### config.mk
export PLATFORM = sky130hd
export DESIGN_NAME = seam_feather_blend_core
export DESIGN_NICKNAME = d
export VERILOG_FILES = /design/src/hdl/sfb_pkg.sv /design/src/hdl/sfb_div_stage.sv /design/src/hdl/seam_feather_blend_core.sv
export SDC_FILE = /design/constraint.sdc
export NUM_CORES = 2
export LEC_CHECK = 0
export BUFFER_PORTS_ARGS = -buffer_cell sky130_fd_sc_hd__buf_2
export CAP_MARGIN = 20
export CORE_MARGIN = 8
export CORE_UTILIZATION = 55
export DETAILED_ROUTE_END_ITERATION = 10
export PLACE_DENSITY = 0.76
export SYNTH_ARGS = -nofsm -noshare
export SYNTH_HDL_FRONTEND = slang
export SYNTH_SLANG_ARGS = --single-unit
### constraint.sdc
create_clock -name clk -period 18.3 [get_ports clk]
set_input_delay 0 -clock clk [delete_from_list [all_inputs] [get_ports clk]]
set_output_delay 0 -clock clk [all_outputs]
set_load 0.005 [all_outputs]
### src/hdl/sfb_pkg.sv
`timescale 1ns / 1ps
// Shared constants and types for the seam feather blend core.
// Used by the divider stage, the top level and the port checker; depends on nothing.
package sfb_pkg;

	localparam int MAX_OVERLAP = 4096;

	localparam int CH_W  = 8;
	localparam int NCH   = 3;
	localparam int CFG_W = 13;
	localparam int OFS_W = 12;

	localparam int WID_W = $clog2(MAX_OVERLAP + 1);
	localparam int EXT_W = (CFG_W > OFS_W) ? ((CFG_W > WID_W) ? CFG_W : WID_W)
	                                       : ((OFS_W > WID_W) ? OFS_W : WID_W);
	localparam int DIV_W = WID_W + CH_W;

	localparam int BITS_PER_STAGE = 2;
	localparam int DIV_STAGES     = CH_W / BITS_PER_STAGE;

	localparam int PIX_W       = NCH * CH_W;
	localparam int IN_BITS     = 2 * PIX_W + OFS_W;
	localparam int IN_TDATA_W  = ((IN_BITS + 7) / 8) * 8;
	localparam int OUT_TDATA_W = ((PIX_W + 7) / 8) * 8;

	typedef logic [NCH-1:0][CH_W-1:0] pix_t;

	typedef struct packed {
		logic [NCH-1:0][DIV_W-1:0] rem;
		pix_t                      quo;
		logic [DIV_W-1:0]          dvs;
	} div_t;

endpackage

### src/hdl/sfb_div_stage.sv
`timescale 1ns / 1ps
// One pipeline stage of the restoring divider: two quotient bits per channel.
// Depends on sfb_pkg for the widths and the stage payload type.
module sfb_div_stage (
	input  logic         clk,
	input  logic         arst_n,
	input  logic         en,
	input  logic         in_valid,
	input  sfb_pkg::div_t in_data,
	output logic         out_valid,
	output sfb_pkg::div_t out_data
);
	import sfb_pkg::*;

	div_t nxt;

	always_comb begin
		nxt = in_data;
		for (int c = 0; c < NCH; c++) begin
			for (int s = 0; s < BITS_PER_STAGE; s++) begin
				if (nxt.rem[c] >= (in_data.dvs >> s)) begin
					nxt.rem[c] = nxt.rem[c] - (in_data.dvs >> s);
					nxt.quo[c] = {nxt.quo[c][CH_W-2:0], 1'b1};
				end else begin
					nxt.quo[c] = {nxt.quo[c][CH_W-2:0], 1'b0};
				end
			end
		end
		nxt.dvs = in_data.dvs >> BITS_PER_STAGE;
	end

	always_ff @(posedge clk or negedge arst_n) begin
		if (!arst_n) begin
			out_valid <= 1'b0;
		end else if (en) begin
			out_valid <= in_valid;
		end
	end

	always_ff @(posedge clk) begin
		if (en) begin
			out_data <= nxt;
		end
	end

endmodule

### src/hdl/seam_feather_blend_core.sv
`timescale 1ns / 1ps
// Pipeline: seven register stages, from the input register through the divider stages.
// Throughput: one transaction per cycle; the whole pipeline holds while the output is stalled.
// The rate is set by the pipelined restoring divider, two quotient bits per stage.
// Reset clears the valid bits and sets the overlap width to one; payload is not reset.
// Depends on sfb_pkg and sfb_div_stage.
module seam_feather_blend_core (
	input  logic                           clk,
	input  logic                           arst_n,
	input  logic                           cfg_valid,
	output logic                           cfg_ready,
	input  logic [sfb_pkg::CFG_W-1:0]       cfg_data,     // overlap_width
	input  logic                           s_axis_tvalid,
	output logic                           s_axis_tready,
	// first_red, first_green, first_blue, second_red, second_green, second_blue,
	// overlap_offset, zero fill
	input  logic [sfb_pkg::IN_TDATA_W-1:0]  s_axis_tdata,
	output logic                           m_axis_tvalid,
	input  logic                           m_axis_tready,
	output logic [sfb_pkg::OUT_TDATA_W-1:0] m_axis_tdata  // out_red, out_green, out_blue
);
	import sfb_pkg::*;

	logic [WID_W-1:0] width_q;
	logic [EXT_W-1:0] cfg_ext;
	logic [EXT_W-1:0] cfg_eff;
	logic             advance;

	pix_t             in_first;
	pix_t             in_second;
	logic [EXT_W-1:0] in_ofs_ext;
	logic [WID_W-1:0] in_k;

	logic             valid_s1;
	pix_t             a_s1;
	pix_t             b_s1;
	logic [WID_W-1:0] k_s1;
	logic [WID_W-1:0] wk_s1;

	logic                      valid_s2;
	logic [NCH-1:0][DIV_W-1:0] pa_s2;
	logic [NCH-1:0][DIV_W-1:0] pb_s2;

	logic stg_valid [DIV_STAGES+1];
	div_t stg_data  [DIV_STAGES+1];

	assign cfg_ready = 1'b1;
	assign cfg_ext   = EXT_W'(cfg_data);

	always_comb begin
		if (cfg_ext == '0) begin
			cfg_eff = EXT_W'(1);
		end else if (cfg_ext > EXT_W'(MAX_OVERLAP)) begin
			cfg_eff = EXT_W'(MAX_OVERLAP);
		end else begin
			cfg_eff = cfg_ext;
		end
	end

	always_ff @(posedge clk or negedge arst_n) begin
		if (!arst_n) begin
			width_q <= WID_W'(1);
		end else if (cfg_valid && cfg_ready) begin
			width_q <= WID_W'(cfg_eff);
		end
	end

	assign advance       = !m_axis_tvalid || m_axis_tready;
	assign s_axis_tready = advance;

	assign in_first   = s_axis_tdata[PIX_W-1:0];
	assign in_second  = s_axis_tdata[2*PIX_W-1:PIX_W];
	assign in_ofs_ext = EXT_W'(s_axis_tdata[2*PIX_W +: OFS_W]);

	// A black second pixel forces the offset to zero, which returns the first pixel exactly.
	always_comb begin
		if (in_second == '0) begin
			in_k = '0;
		end else if (in_ofs_ext > EXT_W'(width_q)) begin
			in_k = width_q;
		end else begin
			in_k = WID_W'(in_ofs_ext);
		end
	end

	always_ff @(posedge clk or negedge arst_n) begin
		if (!arst_n) begin
			valid_s1    <= 1'b0;
			valid_s2    <= 1'b0;
			stg_valid[0] <= 1'b0;
		end else if (advance) begin
			valid_s1    <= s_axis_tvalid;
			valid_s2    <= valid_s1;
			stg_valid[0] <= valid_s2;
		end
	end

	always_ff @(posedge clk) begin
		if (advance) begin
			a_s1  <= in_first;
			b_s1  <= in_second;
			k_s1  <= in_k;
			wk_s1 <= width_q - in_k;
			for (int c = 0; c < NCH; c++) begin
				pa_s2[c]            <= DIV_W'(a_s1[c]) * DIV_W'(wk_s1);
				pb_s2[c]            <= DIV_W'(b_s1[c]) * DIV_W'(k_s1);
				stg_data[0].rem[c]  <= DIV_W'(pa_s2[c] + pb_s2[c]);
			end
			stg_data[0].quo <= '0;
			stg_data[0].dvs <= DIV_W'(width_q) << (CH_W - 1);
		end
	end

	for (genvar g = 0; g < DIV_STAGES; g++) begin : g_div
		sfb_div_stage u_stage (
			.clk       (clk),
			.arst_n    (arst_n),
			.en        (advance),
			.in_valid  (stg_valid[g]),
			.in_data   (stg_data[g]),
			.out_valid (stg_valid[g+1]),
			.out_data  (stg_data[g+1])
		);
	end

	assign m_axis_tvalid = stg_valid[DIV_STAGES];
	assign m_axis_tdata  = OUT_TDATA_W'(stg_data[DIV_STAGES].quo);

endmodule

==> key figures <==
GRT
  – First-pass GRT wire length: 229 mm
  – Total GRT Usage: 24.1%
  – Gr ovfl total: 0
  – Largest net degree at the start of global routing: 139
  – Initial antenna violation count: 3
  – Vias in the first global route: 44600

Run
  – Max-cap violation count: 0

Clocking
  – Post-CTS Resized: 0
  – Hold Buf Count CTS: 102
  – CTS tree: done
  – Clock slew seen by the registers of the worst setup and hold paths: 0.06 ns
  – Clk root buf: clkbuf_16
  – CTS H-Tree Depth: 3
  – Clock Sinks: 584
  – CTS max path bufs: 3
  – Post-CTS Setup Bufs: 0
  – CTS Buf Count: 70
  – Clock Latency Late Sink: 0.64 ns

Die
  – Initial core utilization: 55.5%
  – Die ar.: 117000 sq um
  – Die Ht: 342 microns
  – CORE AREA: 105000 sq um
  – Die X: 342 microns
  – # rows: 119
  – IO Pins: 109

Outcome
  – Outcome: complete, no violations

Synthesis
  – Syn Nets: 7089
  – Number of synthesized flops with an enable pin: 564
  – FFs w/ async S/R, synth: 3.42%
  – Post-synthesis sequential area ratio: 29.8%
  – Top_reg_cell synth: edfxtp_1
  – Seq cells post-synth: 584
  – Yosys warning total: 0
  – Cell Area, Synth: 58600 sq um
  – Syn avg cell area: 9.85 sq um
  – Post-Syn Instances: 5944
  – Synth cell types: 99

Worst setup path
  – Req. time, crit path: 18.69 ns
  – Worst-path fanout max: 21
  – Reg2Reg Depth: 21
  – RR Startpoint: g_div[1].u_stage.out_data[4]
  – Arr. time, crit path: 7.62 ns
  – R2R setup slack: 11.07 ns
  – Worst Setup End Kind: flop
  – FF-to-FF End: g_div[2].u_stage.out_data[77]
  – Critical Path Start Type: flop
  – Crit Path Class: flop to flop

Placed design
  – IO buf count: 103
  – HPWL after detailed placement: 108 mm
  – Routability cong.: 0.942
  – DP Cell Count: 7327

Cells and area
  – Layout Cells excl Fill: 7556
  – Share of layout cells above drive strength 1: 7.23%
  – Most common cell after layout, fill and taps aside: inv_1
  – Area grow syn2layout: 9.00%
  – Most frequent cells in the layout: 643 x inv_1, 642 x ha_1, 564 x edfxtp_1, 504 x nand2_1, 421 x fa_1
  – N_diodes: 0
  – Fill cells: 8576
  – Net count, final: 7256

Drt
  – TritonRoute pass-1 iters: 7
  – DR vias/cell: 5.80
  – Via count: 43900
  – Drt initial violations: 2888
  – Routed len/inst: 18.8 microns
  – Final wirelength: 142 mm
  – DRC violations left: 0
  – Final ANT Viol Nets: 0

STA
  – Final-report hold violation count: 0
  – RSZ-0062 raised after global routing: false
  – Post-layout min period: 7.23 ns
  – Max-slew headroom: 25.1%
  – Max Clock Skew: 0.0282 ns
  – Final setup vio count: 0
  – Worst Tran Pin Value: 1.12 ns
  – Setup TNS: 0 ns
  – Max Clk Rate: 138 MHz
  – Tcrit/Tclk final: 39.5%
  – Count of pins over their slew limit: 0

Min path
  – Hold crit path type: primary input to asynchronous set/reset pin
[critical path, cell delays in order (launching register included)]
cell and delay, ns:
edfxtp_1 0.65, inv_1 0.39, fa_1 0.57, a211o_1 0.31
a2111oi_2 0.37, o21ai_1 0.23, nand4_1 0.17, and2_1 0.35
inv_2 0.25, o21ai_0 0.44, inv_1 0.10, ha_1 0.30
nor2b_1 0.13, o21ai_0 0.23, a21boi_0 0.21, o31a_1 0.32
o21ai_0 0.30, o21ai_0 0.28, or3b_4 0.49, nor2_4 0.41
inv_2 0.12, mux2_1 0.34
[worst max-delay path by stage]
stage | depth (start not counted) | to | startpoint
3_5_place_dp | 21 | g_div[2].u_stage.out_data[77] | g_div[1].u_stage.out_data[4]
6_report | 21 | g_div[2].u_stage.out_data[77] | g_div[1].u_stage.out_data[4]
5_1_grt | 21 | g_div[2].u_stage.out_data[77] | g_div[1].u_stage.out_data[4]
4_1_cts | 21 | g_div[2].u_stage.out_data[77] | g_div[1].u_stage.out_data[4]
2_1_floorplan | 3 | a_s1[0] | g_div[3].u_stage.out_valid
3_3_place_gp | 21 | g_div[2].u_stage.out_data[77] | g_div[1].u_stage.out_data[4]
[final cells by class]
cell class	instances	area [sq um]	area share, %
Timing Repair Buffer	250	1910	2.99
Tap cell	1391	1740	2.73
Sequential cell	584	17400	27.3
Clock buffer	83	1800	2.82
Inverter	649	2440	3.83
Multi-Input combinational cell	4556	38000	59.6
Clock inverter	43	453	0.710
[sequential cells by signal (all words and copies together) (netlist names)]
register / count
g_div.u_stage.out_data: 288
a_s1: 24
valid_s2: 1
pb_s2: 63
k_s1: 13
width_q: 13
stg_data: 76
wk_s1: 13
valid_s1: 1
g_div.u_stage.out_valid: 4
b_s1: 24
stg_valid: 1
pa_s2: 63
[per-layer routing]
metal,vias to the layer above,wire length [microns],global-route usage [%]
li1,21000,-,-
met1,21100,57600,29.1
met2,1285,67300,40.9
met3,412,7540,3.43
met4,2,9550,14.5
met5,-,13,0
[per-stage QoR]
step | util (%) | cell area, sq um | hold slack [ns] | worst slack, ns
5_1_grt | 60.5 | 63800 | 0.0477 | 10.70
3_5_place_dp | 57.4 | 60500 | 0.0380 | 11.17
4_1_cts | 60.5 | 63800 | 0.0164 | 11.12
3_3_place_gp | 57.4 | 60500 | 0.0346 | 11.33
2_1_floorplan | - | 58600 | -0.296 | 5.87
6_report | 60.5 | 63800 | 0.0274 | 11.07
[kinds of logic after synthesis]
logic type	Yosys count	share of synthesized area [%]
adder cells (fa/ha/maj)	1064	28.1
AND/OR/NAND/NOR	1819	15.6
other	2	0.0128
flip-flops	584	29.8
multiplexers	152	2.93
buffers and inverters	804	5.28
XOR/XNOR	385	5.76
AO/OA/AOI/OAI	1134	12.5
[cells in the mapped netlist (all sizes together), types with 48 or more instances]
cell type    n  share of area [%]
o21ai      236                2.0
o21bai      48               0.62
ha         642                 14
o21a        62               0.79
mux2       117                2.3
nand2      504                3.2
edfxtp     564                 29
clkbuf     132               0.85
a21o       145                1.9
nand2b      56               0.60
a21oi      366                3.2
fa         421                 14
xnor2      278                4.2
nor2       349                2.3
nor3       111               0.95
and2       388                4.1
xor2       107                1.6
nand3       93               0.79
inv        649                4.2
nand4       66               0.72
nor2b       65               0.69
Power is left out: the tool's default activity adds up to more than one toggle a clock period on the data nets, which glitch-free logic cannot reach.
